$ cat config.mk
export PLATFORM = sky130hd
export DESIGN_NAME = abdt_regs
export DESIGN_NICKNAME = d
export VERILOG_FILES = /design/src/sv/abdt_pkg.sv /design/src/sv/abdt_regs.sv
export SDC_FILE = /design/constraint.sdc
export NUM_CORES = 1
export LEC_CHECK = 0
export ABC_AREA = 1
export BUFFER_PORTS_ARGS = -buffer_cell sky130_fd_sc_hd__clkbuf_2
export CAP_MARGIN = 15
export CORE_MARGIN = 3
export CORE_UTILIZATION = 50
export DETAILED_ROUTE_END_ITERATION = 10
export PLACE_DENSITY = 0.81
export SYNTH_ARGS = -nofsm -noshare
export SYNTH_HDL_FRONTEND = slang
export SYNTH_SLANG_ARGS = --single-unit
$ cat constraint.sdc
create_clock -name clk -period 1.87 [get_ports clk]
set_clock_uncertainty 0.15 [all_clocks]
set_input_delay 0.187 -clock clk [delete_from_list [all_inputs] [get_ports clk]]
set_output_delay 0.187 -clock clk [all_outputs]
set_load 0.005 [all_outputs]
$ cat src/sv/abdt_pkg.sv
package abdt_pkg;

  localparam int ANCHOR_COUNT = 2254;
  localparam int GRID0_END    = 1568;
  localparam int GRID1_END    = 1960;
  localparam int LOGIT_CLAMP  = 25600;
  localparam int CORNER_MAX   = 8388607;
  localparam int CORNER_MIN   = -8388608;
  // quotient bits below the saturation point
  localparam int QBITS        = 23;

  localparam logic [2:0] REG_THRESHOLD = 3'd0;
  localparam logic [2:0] REG_NET_W     = 3'd1;
  localparam logic [2:0] REG_NET_H     = 3'd2;
  localparam logic [2:0] REG_SCALE     = 3'd3;
  localparam logic [2:0] REG_PAD_X     = 3'd4;
  localparam logic [2:0] REG_PAD_Y     = 3'd5;

  typedef struct packed {
    logic [11:0]        anchor_index;
    logic signed [23:0] score_logit;
    logic signed [23:0] delta_x;
    logic signed [23:0] delta_y;
    logic signed [23:0] delta_w;
    logic signed [23:0] delta_h;
  } in_t;

  typedef struct packed {
    logic [11:0]        kept_index;
    logic signed [15:0] kept_logit;
    logic signed [23:0] left_edge;
    logic signed [23:0] top_edge;
    logic signed [23:0] right_edge;
    logic signed [23:0] bottom_edge;
  } out_t;

  typedef struct packed {
    logic signed [15:0] score_threshold_logit;
    logic [12:0]        net_input_width;
    logic [12:0]        net_input_height;
    logic [14:0]        frame_scale;
    logic [14:0]        pad_offset_x;
    logic [14:0]        pad_offset_y;
  } cfg_t;

  typedef struct packed {
    logic [4:0] gx;
    logic [4:0] gy;
    logic [1:0] gk;   // grid size is 7 << gk
  } cell_t;

  typedef struct packed {
    logic [11:0]        idx;
    logic signed [15:0] logit;
    logic signed [23:0] dx;
    logic signed [23:0] dy;
    logic signed [23:0] dw;
    logic signed [23:0] dh;
    cell_t              pos;
  } item_t;

  function automatic logic [12:0] net_eff(input logic [12:0] n);
    net_eff = (n == 13'd0) ? 13'd1 : n;
  endfunction

  // cell coordinates from the anchor index; divisions by 3 and 7 via reciprocals
  function automatic cell_t anchor_cell(input logic [11:0] idx);
    logic [11:0] r;
    logic [9:0]  c;
    logic [9:0]  t;
    logic [19:0] p;
    logic [9:0]  span;
    logic [9:0]  rem;
    cell_t       res;
    if (idx < 12'(GRID0_END)) begin
      res.gk = 2'd2;
      r = idx;
      c = r[10:1];
    end else if (idx < 12'(GRID1_END)) begin
      res.gk = 2'd1;
      r = idx - 12'(GRID0_END);
      c = r[10:1];
    end else begin
      res.gk = 2'd0;
      r = idx - 12'(GRID1_END);
      p = 20'(r[10:1]) * 20'd171;
      c = p[18:9];
    end
    t = c >> res.gk;
    p = 20'(t) * 20'd293;
    res.gy = p[15:11];
    span = 10'd7 << res.gk;
    rem = c - 10'(res.gy) * span;
    res.gx = rem[4:0];
    anchor_cell = res;
  endfunction

endpackage

$ cat src/sv/abdt_regs.sv
module abdt_regs (
  input  logic              clk,
  input  logic              rst,
  input  logic              psel,
  input  logic              penable,
  input  logic              pwrite,
  input  logic [4:0]        paddr,
  input  logic [31:0]       pwdata,
  output logic [31:0]       prdata,
  output logic              pready,
  output abdt_pkg::cfg_t    cfg
);

  logic wr;

  assign pready = 1'b1;
  assign wr = psel && penable && pwrite;

  always_ff @(posedge clk) begin
    if (rst) begin
      cfg.score_threshold_logit <= 16'sd0;
      cfg.net_input_width       <= 13'd224;
      cfg.net_input_height      <= 13'd224;
      cfg.frame_scale           <= 15'd640;
      cfg.pad_offset_x          <= 15'd0;
      cfg.pad_offset_y          <= 15'd0;
    end else if (wr) begin
      case (paddr[4:2])
        abdt_pkg::REG_THRESHOLD: cfg.score_threshold_logit <= pwdata[15:0];
        abdt_pkg::REG_NET_W:     cfg.net_input_width       <= pwdata[12:0];
        abdt_pkg::REG_NET_H:     cfg.net_input_height      <= pwdata[12:0];
        abdt_pkg::REG_SCALE:     cfg.frame_scale           <= pwdata[14:0];
        abdt_pkg::REG_PAD_X:     cfg.pad_offset_x          <= pwdata[14:0];
        abdt_pkg::REG_PAD_Y:     cfg.pad_offset_y          <= pwdata[14:0];
        default: ;
      endcase
    end
  end

  always_comb begin
    case (paddr[4:2])
      abdt_pkg::REG_THRESHOLD: prdata = 32'(cfg.score_threshold_logit);
      abdt_pkg::REG_NET_W:     prdata = 32'(cfg.net_input_width);
      abdt_pkg::REG_NET_H:     prdata = 32'(cfg.net_input_height);
      abdt_pkg::REG_SCALE:     prdata = 32'(cfg.frame_scale);
      abdt_pkg::REG_PAD_X:     prdata = 32'(cfg.pad_offset_x);
      abdt_pkg::REG_PAD_Y:     prdata = 32'(cfg.pad_offset_y);
      default:                 prdata = 32'd0;
    endcase
  end

endmodule

Yosys cells after proc, flatten, opt, wreduce, memory -nomap -nowiden

Index checks and enable logic that the tools add are counted.
Widths: inputs -> output; s select.

Latch bits: 0
ROM bits: 0
Output and inout bits: 120
Bits in writable memories: 0
Word-level logic and storage cells: 21
Memories kept: 0
Bits in registers: 87

$add $sub $neg: 0
Multipliers: 0
Bitwise logic cells: 0
Eq/ne operators: 5
Divide/modulo/power cells: 0
Shift-type cells: 0
$lt $le $gt $ge: 0
Muxes and demuxes: 1
Reduce and logical (&&, ||, !) cells: 9

Operators with widths:

| kind               | number |
|---|---|
| $pmux 32 s6        | 1 |
| $reduce_and 2->1   | 6 |
| $eq 3x2->1 const B | 2 |
| $eq 3x3->1 const B | 2 |
| $eq 3x1->1 const B | 1 |
| $logic_not 3->1    | 1 |
| $logic_and 1x1->1  | 2 |

Depth between registers and ports, before layout

Gate-level depths: netlist of run 1.

Depth in word-level cells: 3
Mapped depth: 9

Least setup slack after synthesis of run 1

No wires, ideal clock.

Path kind: input -> output
Start: input paddr[2]
End: output prdata[16]
Setup slack: 0.078 ns
Path buffers: 2
Cell stages on the path: 5
Data arrival time: 1.455 ns
Cells stage by stage: buf_2 -> nor2_4 -> nand2_1 -> nor2_1 -> buf_4

Longest elaborated chain between the ends: 2
Elaborated cells between the ends (all ways): 7
Classes of those cells: eq/ne (5); mux (1); reduce/logical (1)

RTL lines:

| what                               | line            | text |
|---|---|---|
| start: declaration                 | abdt_regs.sv:7  | `input logic [4:0] paddr,` |
| $eq 3x3->1 (tied with other cells) | abdt_regs.sv:41 | `case (paddr[4:2])` |
| $pmux 32 s6 *                      | abdt_regs.sv:41 |  |
| end: declaration                   | abdt_regs.sv:9  | `output logic [31:0] prdata,` |

Every way passes the cells marked *; elsewhere a longest branch is shown, timed or not.

Final worst setup path of run 1

Start: input paddr[4]
End: output prdata[30]

The elaborated chain is that of the path after synthesis.

==> results.txt, run 1 <==
The fraction of synthesis flops using an asynchronous set or reset pin works out to 0. STA puts the critical path data required time at 1.53 ns. The tools report the buffer levels on the longest clock path as 2. The total die area was 10,070 um2. Setup repair after global routing left no endpoint under its margin. The total count of max-transition violations in the final report came out at 0.

The worst setup path category was input pin to output pin. The tool flagged a number of max-cap violations equal to 0. The number of clock buffers inserted by TritonCTS is 9.

The post-synthesis simple-gate area fraction works out to 0.4753. In this run, synthesis inferred 0 flip-flops with an integrated enable. Averaged over all synthesized cells, the footprint is 6.329 um2.

The number of global-route vias before repair was 4,509. In this run the worst path has a maximum fanout of 18. The layout overhead on the synthesized area is 21.93%, and the number of iterations in the first detailed-routing pass is 5. After clock tree synthesis, the clock-pin slew on the worst setup and hold paths is 0.09 ns. The routability congestion estimate from global placement came out at 0.8997. In this run the power density over the cells is 693.2 nW/um2.

The clock period could shrink to 1.715 ns. For the post-synth design cell area, the log shows 4449 um2. The worst setup path is captured at an output pin.

The effective utilization at floorplan is 0.5282. The detail route stage leaves a number of antenna-violating nets equal to 0. The main combinational cell family by area after synthesis is simple AND/OR/NAND/NOR gates.

The vias per cell works out to 5.302. Summing all non-filler instances in the final layout gives an area of 5425 um2. The post-synthesis compound-gate area fraction works out to 0.01125. The logs give 0 for the yosys synthesis warning count and 0.2703 for the global-route total usage across every layer. Most frequently used flop master after synthesis: dfxtp_1. The clock root buffer master was clkbuf_8.

The number of setup buffers added after CTS is 0. Derived from the worst setup path, the maximum achievable clock frequency is 583.2 MHz. nand2_1 is the most common cell in the netlist. The logs give 1742 um2 for the combined flip-flop and latch cell area and 703 for the post-synthesis cell count. The global-route wire length before repair is 21,800 um, and the placed wire-length estimate after detailed placement is 9811 um.

After synthesis, the cell types taking the most area are dfxtp_1, nand2_1, nor2_1, nand3_1, buf_4. From left edge to right edge, the die measures 100.3 um. Summing all multi-input logic gate instances after layout gives 2176 um2. The period utilization is 0.9170, and the core box area is 8423 um2.

For this design the static power due to leakage is 2.758 nW. The source-to-sink clock delay at the later pin of the worst-skew pair came out at 0.36 ns. Counting flops per register, the top entry is cfg. After synthesis, the most frequently instantiated cells are nand2_1, nor2_1, dfxtp_1, nand3_1, inv_1. The ratio of cells with drive above 1 in the final layout is 0.2391. The logs give 162 for the count of boundary I/O pins and 0.6366 for the worst slew slack as a fraction of its limit. Entering global routing, the biggest net connects 88 pins. The number of distinct library cells after synthesis is 19. The flow ran to the end, and the final reports show no timing, DRC or antenna violations.

The initialized floorplan defines 33 standard-cell rows. Portion of the post-synthesis area used by sequential elements: 0.3915. The register with the most flip-flops in the layout has 87 of them.

The launching element type of the critical path was an input pin. The detailed router finished its first iteration with 326 violations. For the pin with the worst max-slew slack, the measured transition is 0.5446 ns. After detailed routing, the number of remaining DRC violations is 0. Synthesis inferred 87 register bits. In the final design database the tool counted 865 nets. The share of Yosys cell area claimed by the top area cell type was 0.3915. Fill cells in the final layout number 798. TritonCTS built the clock tree. The final sum of negative setup slack is 0 ns, and the count of buffers from port buffering is 142. In this run, placement finished with an instance count of 912. Setup violations remaining at the end of the flow were counted as 0.

Multiplexer share of the synthesized area: 0. For this run, the number of standard cells in the final layout without fillers is 933. Once placement finished, the instance area stood at 5149 um2. Wires add up to 13,630 um.

The run gives 0 as the final number of hold-violating endpoints. In this run the worst hold path is classified as input pin to flip-flop. Fraction of the mapped netlist area in adder cells: 0. The logs give 0 for the count of inserted antenna diode cells and 313.7 uV for the largest vdd supply drop. STA puts the critical path data arrival time at 1.38 ns. The total overflow left after global routing is 0. In the final layout, the registers with the most flip-flops are cfg x87. The initial antenna violation count is 0.

Dividing the detail-routed wire length by the instance count gives 14.60 um. The floorplan step set the die height to 100.3 um. The clock net in this run drives a total of 87 sinks. The area share of xor/xnor cells in the synthesized design is 0, and the deepest level of the CTS H-tree is 3.

The dominant cell type by area after synthesis was dfxtp_1. The number of nets handed over by synthesis was 745. Summing over every cut layer, the via total after detailed routing is 4,947.
[through the flow]
stage	total power [mW]	util	hold slack, ns	worst slack, ns
2_1_floorplan	2.178	-	0.1632	0.07782
3_3_place_gp	2.311	0.6113	0.2762	0.1648
3_5_place_dp	2.320	0.6113	0.2851	0.1238
4_1_cts	3.771	0.6435	0.03611	0.1359
5_1_grt	3.902	0.6441	0.1038	0.01592
6_report	3.761	0.6441	0.04648	0.1553
[cell type report]
type	instances	share of cell area
multi-input combinational	512	0.4011
sequential	87	0.3210
timing repair buffer	172	0.1840
inverter	41	0.02883
tap	105	0.02422
clock buffer	9	0.02283
clock inverter	7	0.01799
[power by group]
group,switching (mW),internal (mW)
registers,0.0207,1.88
logic,0.260,0.135
clock network,0.715,0.754
total,0.996,2.76
[path summary, 6_finish.rpt]
kind | startpoint | endpoint | slack (ns) | cells past startpoint
worst min-delay path | pwdata[14] | cfg[44] | 0.05 | 5
worst min register to register | cfg[65] | cfg[65] | 0.35 | 2
worst max register to register | cfg[49] | cfg[49] | 1.06 | 2
worst max-delay path | paddr[4] | prdata[30] | 0.16 | 7
[layer usage]
metal / track usage / part of all wire / vias to the layer above / wire (um)
met3: 0.03475 / 0.071 / 51 / 966
met1: 0.3266 / 0.40 / 2238 / 5409
met2: 0.4750 / 0.49 / 240 / 6718
met5: 0 / 0 / - / 0
li1: - / - / 2418 / -
met4: 0.1254 / 0.039 / 0 / 531
[kinds of logic (layout without fill, tap and decap cells)]
kind of cell | after synthesis | after routing
compound gates | 10 | 10
simple gates | 501 | 501
flops | 87 | 87
other cells | 1 | 1
buf+inv | 104 | 229
[timing repair]
item,in CTS,in global routing
gates resized for setup,0,1
hold endpoints to repair,9,0
endpoints found under the setup margin,0,1
hold buffers,5,0
[critical path, cell delays in order]
cell	delay (ns)
clkbuf_2	0.17
inv_4	0.18
buf_4	0.25
nand2_1	0.14
nor2_1	0.11
buf_4	0.19
clkbuf_2	0.13
[cells in the final DEF, fill, tap and decap left out]
| cell | n |
|---|---|
| clkinv_2 | 1 |
| nor2_4 | 5 |
| clkinvlp_4 | 2 |
| dlygate4sd3_1 | 5 |
| inv_1 | 37 |
| bufinv_16 | 2 |
| clkbuf_8 | 9 |
| nand2_1 | 190 |
| dfxtp_1 | 87 |
| nand4_1 | 29 |
| a21oi_1 | 10 |
| nor2_1 | 184 |
| nand3_1 | 87 |
| clkbuf_2 | 142 |
| clkinv_4 | 2 |
| conb_1 | 1 |
| inv_4 | 1 |
| nand3_2 | 2 |
| inv_2 | 3 |
| nor2_2 | 4 |
| buf_12 | 4 |
| buf_4 | 21 |
Note: power is estimated with default switching activity, not from simulation.
==> run 2, diff against run 1 <==
CAP_MARGIN = 25   (was 15)
CELL_PAD_IN_SITES_DETAIL_PLACEMENT = 0   (was not set)
CELL_PAD_IN_SITES_GLOBAL_PLACEMENT = 1   (was not set)
CORE_UTILIZATION = 36   (was 50)
PLACE_DENSITY = not set   (was 0.81)
PLACE_DENSITY_LB_ADDON = 0.1   (was not set)
clock period = 2.1 ns   (was 1.87 ns; I/O delays follow)
==> run 2 against run 1 <==
  * Final area rose by 3.1%
  * Global-route usage down 5.7 points
  * Critical path depth rose by 2
  * Non-clock buffer count is 2 lower
  * Register-to-register slack better by 0.27 ns
  * Worst setup slack improved by 0.030 ns
  * Wire length up 7.2%
  * Die area is 36% higher
  * Clock-buffer cell count rose by 4
  * Combinational power shrank 10%
  * Sequential share of layout area down 0.96 points
  * Critical path type unchanged
  * Largest cell class unchanged
  * Largest power group unchanged
==> results.txt, run 2 (synthesis gave the netlist of run 1 again) <==
The run finished with clean final reports. In the final layout, the registers with the most flip-flops are cfg x87. The worst-case IR drop observed on VDD is 299.7 uV. Based on the critical path, the design can be clocked at up to 522.4 MHz. Setup slack closes at 0.1858 ns.

The logs give 0.095 for the combinational cell fraction of total power and 4,683 for the total via count after detailed routing. The worst setup path is of the input pin to output pin kind. Internal power: 2.808 mW.

For the total die area, the log shows 13,730 um2. The largest net degree at the start of global routing was 88; the total count of max-transition violations in the final report was 0. The final critical path time including I/O delays and setup came out at 1.914 ns. The most critical setup path has its startpoint at paddr[3].

The power spent charging and discharging nets is 0.9285 mW. Register name with the most flops: cfg. The startpoint identified for the worst hold timing path is pwdata[15]. The finished layout holds 990 standard cells, fillers aside.

In this run, placement finished with an instance count of 970. The critical path data required time is 1.74 ns, and the vias per cell is 4.730. From left edge to right edge, the die measures 117.2 um. For this block, the routed nets add up to 14,600 um of wire. The type of the most critical hold path is input pin to flip-flop.

The tools report the clock network power share as 0.453. During placement, the flow inserted port buffers numbering 142. The remaining design rule violation count came out at 0. Post-CTS repair changed the size of 0 cells.

In this run the static leakage power is 2.806 nW. Buffers inserted during clock tree synthesis total 9. The tree is rooted in a clkbuf_16.

Counting along the longest clock path gives a buffer depth of 2. In the layout the commonest cells are nand2_1, nor2_1, clkbuf_2, nand3_1, dfxtp_1. The per-cell routed wire length is 14.75 um, and the global-route total usage across every layer is 0.2131. The first global-routing pass estimated 22,410 um of wire. From synthesis to final layout, the design area changed by 25.70%.

The ratio of cells with drive above 1 in the final layout was 0.2385; the switching part of the total power was 0.2485. Clock latency on the worst-skew pair, taken at its later pin, is 0.34 ns. Adding up every negative setup slack in the final design gives 0 ns. The floorplan has 39 rows. The tools report the initial antenna violation count as 0.

STA classifies the critical path startpoint as an input pin. The startpoint identified for the worst register-to-register timing path is cfg[82]. Setup violations remaining at the end of the flow were counted as 0. The tools report the routability congestion estimate from global placement as 0.8208. The most frequent standard cell in the layout excluding fill and tap cells is nand2_1. Worst slew slack as a fraction of its limit: 0.6297. In this run the worst path has a maximum fanout of 9. The tools report the count of boundary I/O pins as 162. For the sequential share of power, the log shows 0.452. The run gives 4,203 as the number of global-route vias before repair. The deepest level of the CTS H-tree is 3, and the clock slew at the register clock pins of the worst setup and hold paths is 0.06 ns. The logs give 0.3783 for the effective utilization at floorplan and 87 for the number of clock sinks. Setup repair after global routing left no endpoint under its margin. The core box area came out at 11,760 um2. Once detail routing completed, the nets flagged for antenna violations numbered 0.

In this run, the number of DRC markers left after iteration 0 of detailed routing was 316. Data arrives at the worst endpoint at 1.55 ns. The flip-flop count of the largest register, all copies and words added was 87.

Across the run, the number of max-cap violations was 0. The repair_antennas step left the layout with diodes totalling 0. The first TritonRoute pass finished after 5 iterations.

The final layout contains 863 nets. Final global-route overflow total: 0. Total power for the finished layout comes to 3.736 mW. The final number of hold-violating endpoints came out at 0.

The period utilization was 0.9115. The kind of end point of the critical path was an output pin. Power spread over the standard cell area amounts to 668.0 nW/um2. The placed wire-length estimate after detailed placement was 10,510 um. Timing analysis after detailed placement gives a worst setup slack of 0.1826 ns. The overall die height is 117.2 um, and the slew of the pin with the lowest slew margin is 0.5548 ns. TritonCTS built the clock tree.
-- run 2: changes by cell type in the layout (fill, tap and decap cells not counted), moves of 2 or more --
cell	delta
buf_12	+2
buf_4	-3
clkbuf_16	+9
clkbuf_8	-6
clkinv_4	-2
clkinvlp_4	-2
nor2_2	+2
-- run 2: worst max-delay path, stage by stage --
cell      delay [ns]
clkbuf_2        0.17
inv_1           0.28
nand2_1         0.10
nor2_2          0.40
nand2_1         0.10
nand2_1         0.08
inv_1           0.03
nand2_1         0.05
clkbuf_2        0.11
-- run 2: power by group through the flow --
| stage | registers (mW) | logic (mW) | clock network (mW) |
|---|---|---|---|
| after CTS | 1.69 | 0.357 | 1.71 |
| final | 1.69 | 0.355 | 1.69 |
| after floorplan | 1.72 | 0.215 | 0 |
| after global placement | 1.73 | 0.348 | 0 |
| after detailed placement | 1.73 | 0.350 | 0 |
| after global routing | 1.69 | 0.398 | 1.79 |
-- run 2: final timing paths --
check,slack [ns],cells after the start,endpoint
max,0.19,9,prdata[0]
min,0.03,5,cfg[86]
min reg2reg,0.34,2,cfg[50]
max reg2reg,1.33,2,cfg[82]
-- run 2: layout make-up --
cell class                      instances  area [um2]
Sequential cell                        87        1742
Multi-Input combinational cell        512        2173
Timing Repair Buffer                  170        1006
Clock buffer                           13       270.3
Fill cell                            1263        6167
Inverter                               41       156.4
Clock inverter                          3       40.04
Tap cell                              164       205.2
-- run 2: metrics by stage --
stage | cell area [um2] | utilization | hold WS [ns]
2_1_floorplan | 4449 | - | 0.1862
3_3_place_gp | 5243 | 0.4458 | 0.3119
3_5_place_dp | 5243 | 0.4458 | 0.3224
4_1_cts | 5593 | 0.4756 | 0.02108
5_1_grt | 5593 | 0.4756 | 0.03135
6_report | 5593 | 0.4756 | 0.03237
-- run 2: what timing repair did --
action,4_1_cts,5_1_grt
setup endpoints to repair,0,0
hold buffers,4,0
setup buffers,0,0
hold endpoints to repair,7,0
-- run 2: per-layer routing --
metal  wire length [um]  track usage
met3                769      0.03805
met4                279      0.07798
met2               7195       0.3646
met5                  0            0
met1               6357       0.2679
==> run 3, diff against run 2 <==
CORE_UTILIZATION = 37   (was 36)
CTS_BUF_LIST = sky130_fd_sc_hd__clkbuf_4 sky130_fd_sc_hd__clkbuf_8   (was not set)
==> run 3 against run 2 <==
  * Global-route usage up 0.94 points
  * Sequential power is essentially flat
  * Via count grew 0.60%
  * Hold slack gained 0.025 ns
  * Total power shrank 15%
  * Wire length is 0.17% higher
  * Final area shrank 3.1%
  * Sequential share of layout area is 0.99 points higher
  * Utilization decreased by 0.69 points
  * Flip-flop and latch count stayed put
  * Largest power group unchanged
==> results.txt, run 3 (synthesis gave the netlist of run 1 again) <==
Effective utilization at floorplan: 0.3847. Counting every sink on the clock net gives 87. Of all nets on the critical path, the largest fanout is 9.

The first TritonRoute pass finished after 4 iterations. Using the TritonRoute via totals, the vias-per-cell ratio works out to 4.852. Counting tap cells, the placed design contains a total of 950 instances. The static power due to leakage came out at 2.737 nW. The remaining antenna violation count after routing is 0. cfg holds more flip-flops than any other register. Die outline width: 115.7 um. The global-route wire length before repair was 23,000 um. The launching element type of the critical path is an input pin. The critical path starts at paddr[3]. The largest registers in the layout are cfg x87. Compared with the post-synthesis result, the final layout area differs by 21.82%.

Data arrives at the worst endpoint at 1.40 ns. Setup repair after global routing left no endpoint under its margin. The path class of the tightest hold or removal check is input pin to flip-flop. The final number of hold-violating endpoints came out at 0. The tools report the reg-to-reg critical path endpoint as cfg[37]. The overall die height works out to 115.7 um. The run finished with clean final reports. After floorplanning, the core was divided into 39 placement rows. In this run the count of I/O pins placed on the die edge is 162.

For this design the ratio of total power to cell area is 586.1 nW/um2. The ratio of cells with drive above 1 in the final layout came out at 0.2403. The tree is rooted in a clkbuf_8.

The net count reported at finish came out at 865. The H-tree generated during clock tree synthesis spans 3 levels. The per-cell routed wire length works out to 15.06 um. Most frequent standard cell in the layout excluding fill and tap cells: nand2_1. The critical path data required time came out at 1.74 ns. Maximum clock rate: 568.0 MHz.

The final route contains 4,711 vias. The finished layout holds 971 standard cells, fillers aside. The run gives 2173 um2 as the area of the multi-input gates. At the end of routability-driven placement, the weighted congestion stood at 0.8082. Cell count of the worst reg-to-reg path: 2. The total count of max-transition violations in the final report was 0; the global-route total usage across every layer was 0.2225.

The buffer levels on the longest clock path was 2; the largest vdd supply drop was 276.4 uV. The tools report the total length of routed wires as 14,630 um. TritonCTS built the clock tree.

The worst register-to-register path has a setup slack of 1.32 ns. Entering global routing, the biggest net connects 88 pins. The count of buffers added on input and output ports is 142.

Clock latency on the worst-skew pair, taken at its later pin, is 0.37 ns. For the final global-route overflow total, the log shows 0. The floorplan step defined a core boundary enclosing 11,560 um2.

The flip-flop count of the largest register, all copies and words added was 87; the worst slew slack as a fraction of its limit was 0.6120. By startpoint and endpoint, the worst setup path is classified as input pin to output pin. The first routing iteration left 303 violations. After filler insertion, the fill cell instance count of the layout stands at 1,277. The period utilization is 0.8383. STA classifies the critical path endpoint as an output pin. The share of the core filled with cells in the final layout is 0.4687, and the post-cts repair resize count is 0.

The die covers 13,380 um2. Once the clock tree was built, the setup fixing pass inserted 0 buffers. The tools report the number of global-route vias before repair as 4,291. In the layout the commonest cells are nand2_1, nor2_1, clkbuf_2, nand3_1, dfxtp_1. The slew of the pin with the lowest slew margin was 0.5813 ns. Setup violations remaining at the end of the flow were counted as 0. In this run, post-CTS hold repair placed 5 buffers. The combined flip-flop and latch cell area was 1742 um2; the initial antenna violation count was 0. In this run, CTS created clock tree buffers numbering 9. After detailed routing, the number of remaining DRC violations is 0. The final critical path time including I/O delays and setup works out to 1.760 ns.

The critical path ends at prdata[0]. Summed over all nets, the half-perimeter wirelength after detailed placement is 10,390 um. Across the run, the number of max-cap violations was 0. Clock slew at the register clock pins of the worst setup and hold paths: 0.09 ns. Summed over all failing endpoints, the final setup total negative slack is 0 ns.

The startpoint identified for the worst register-to-register timing path is cfg[37]. Power comes to 3.177 mW. The count of inserted antenna diode cells came out at 0.
-- run 3: cell types whose count changed in the layout (fill, tap and decap cells not counted), moves of 3 or more --
cell	delta
buf_4	+4
buf_12	-3
clkbuf_16	-9
clkinvlp_4	+3
clkbuf_8	+8
-- run 3: metal layers --
metal	routed length (um)	track usage
met2	6974	0.3611
met3	962	0.04021
met5	0	0
met1	6310	0.2901
met4	379	0.09822
-- run 3: power by group --
group	switching, mW	internal [mW]	leakage [nW]
Clock	0.646	0.490	0.0873
Combinational	0.234	0.117	1.95
Sequential	0.0184	1.67	0.703
Total	0.899	2.28	2.74
-- run 3: area by class of cell --
| type | instances | area share |
|---|---|---|
| repair buffers | 172 | 0.1819 |
| clock inverters | 5 | 0.006002 |
| clock buffers | 11 | 0.02793 |
| well taps | 143 | 0.03301 |
| inverters | 41 | 0.02886 |
| multi-input cells | 512 | 0.4010 |
| flip-flops and latches | 87 | 0.3213 |
-- run 3: critical path: stages --
cell      delay, ns
clkbuf_2       0.21
inv_1          0.16
nand2_1        0.08
nor2_2         0.37
nand2_1        0.09
nand2_1        0.08
inv_1          0.04
nand2_1        0.05
clkbuf_2       0.11
-- run 3: stage by stage --
stage / worst slack, ns / cell area [um2] / hold slack, ns
floorplan: 0.2618 / 4449 / 0.1862
global placement: 0.3280 / 5186 / 0.3080
detailed placement: 0.3286 / 5186 / 0.3154
CTS: 0.3286 / 5420 / 0.05331
global route: 0.1585 / 5420 / 0.08699
finish: 0.3396 / 5420 / 0.05699
-- run 3: worst min-delay path by stage --
stage | start | endpoint | slack (ns) | cells after the start
after global routing | pwdata[14] | cfg[44] | 0.09 | 5
final | pwdata[14] | cfg[14] | 0.06 | 5
after global placement | pwdata[9] | cfg[39] | 0.31 | 3
after detailed placement | pwdata[9] | cfg[39] | 0.32 | 3
after CTS | pwdata[14] | cfg[14] | 0.05 | 5
after floorplan | pwdata[5] | cfg[50] | 0.19 | 2
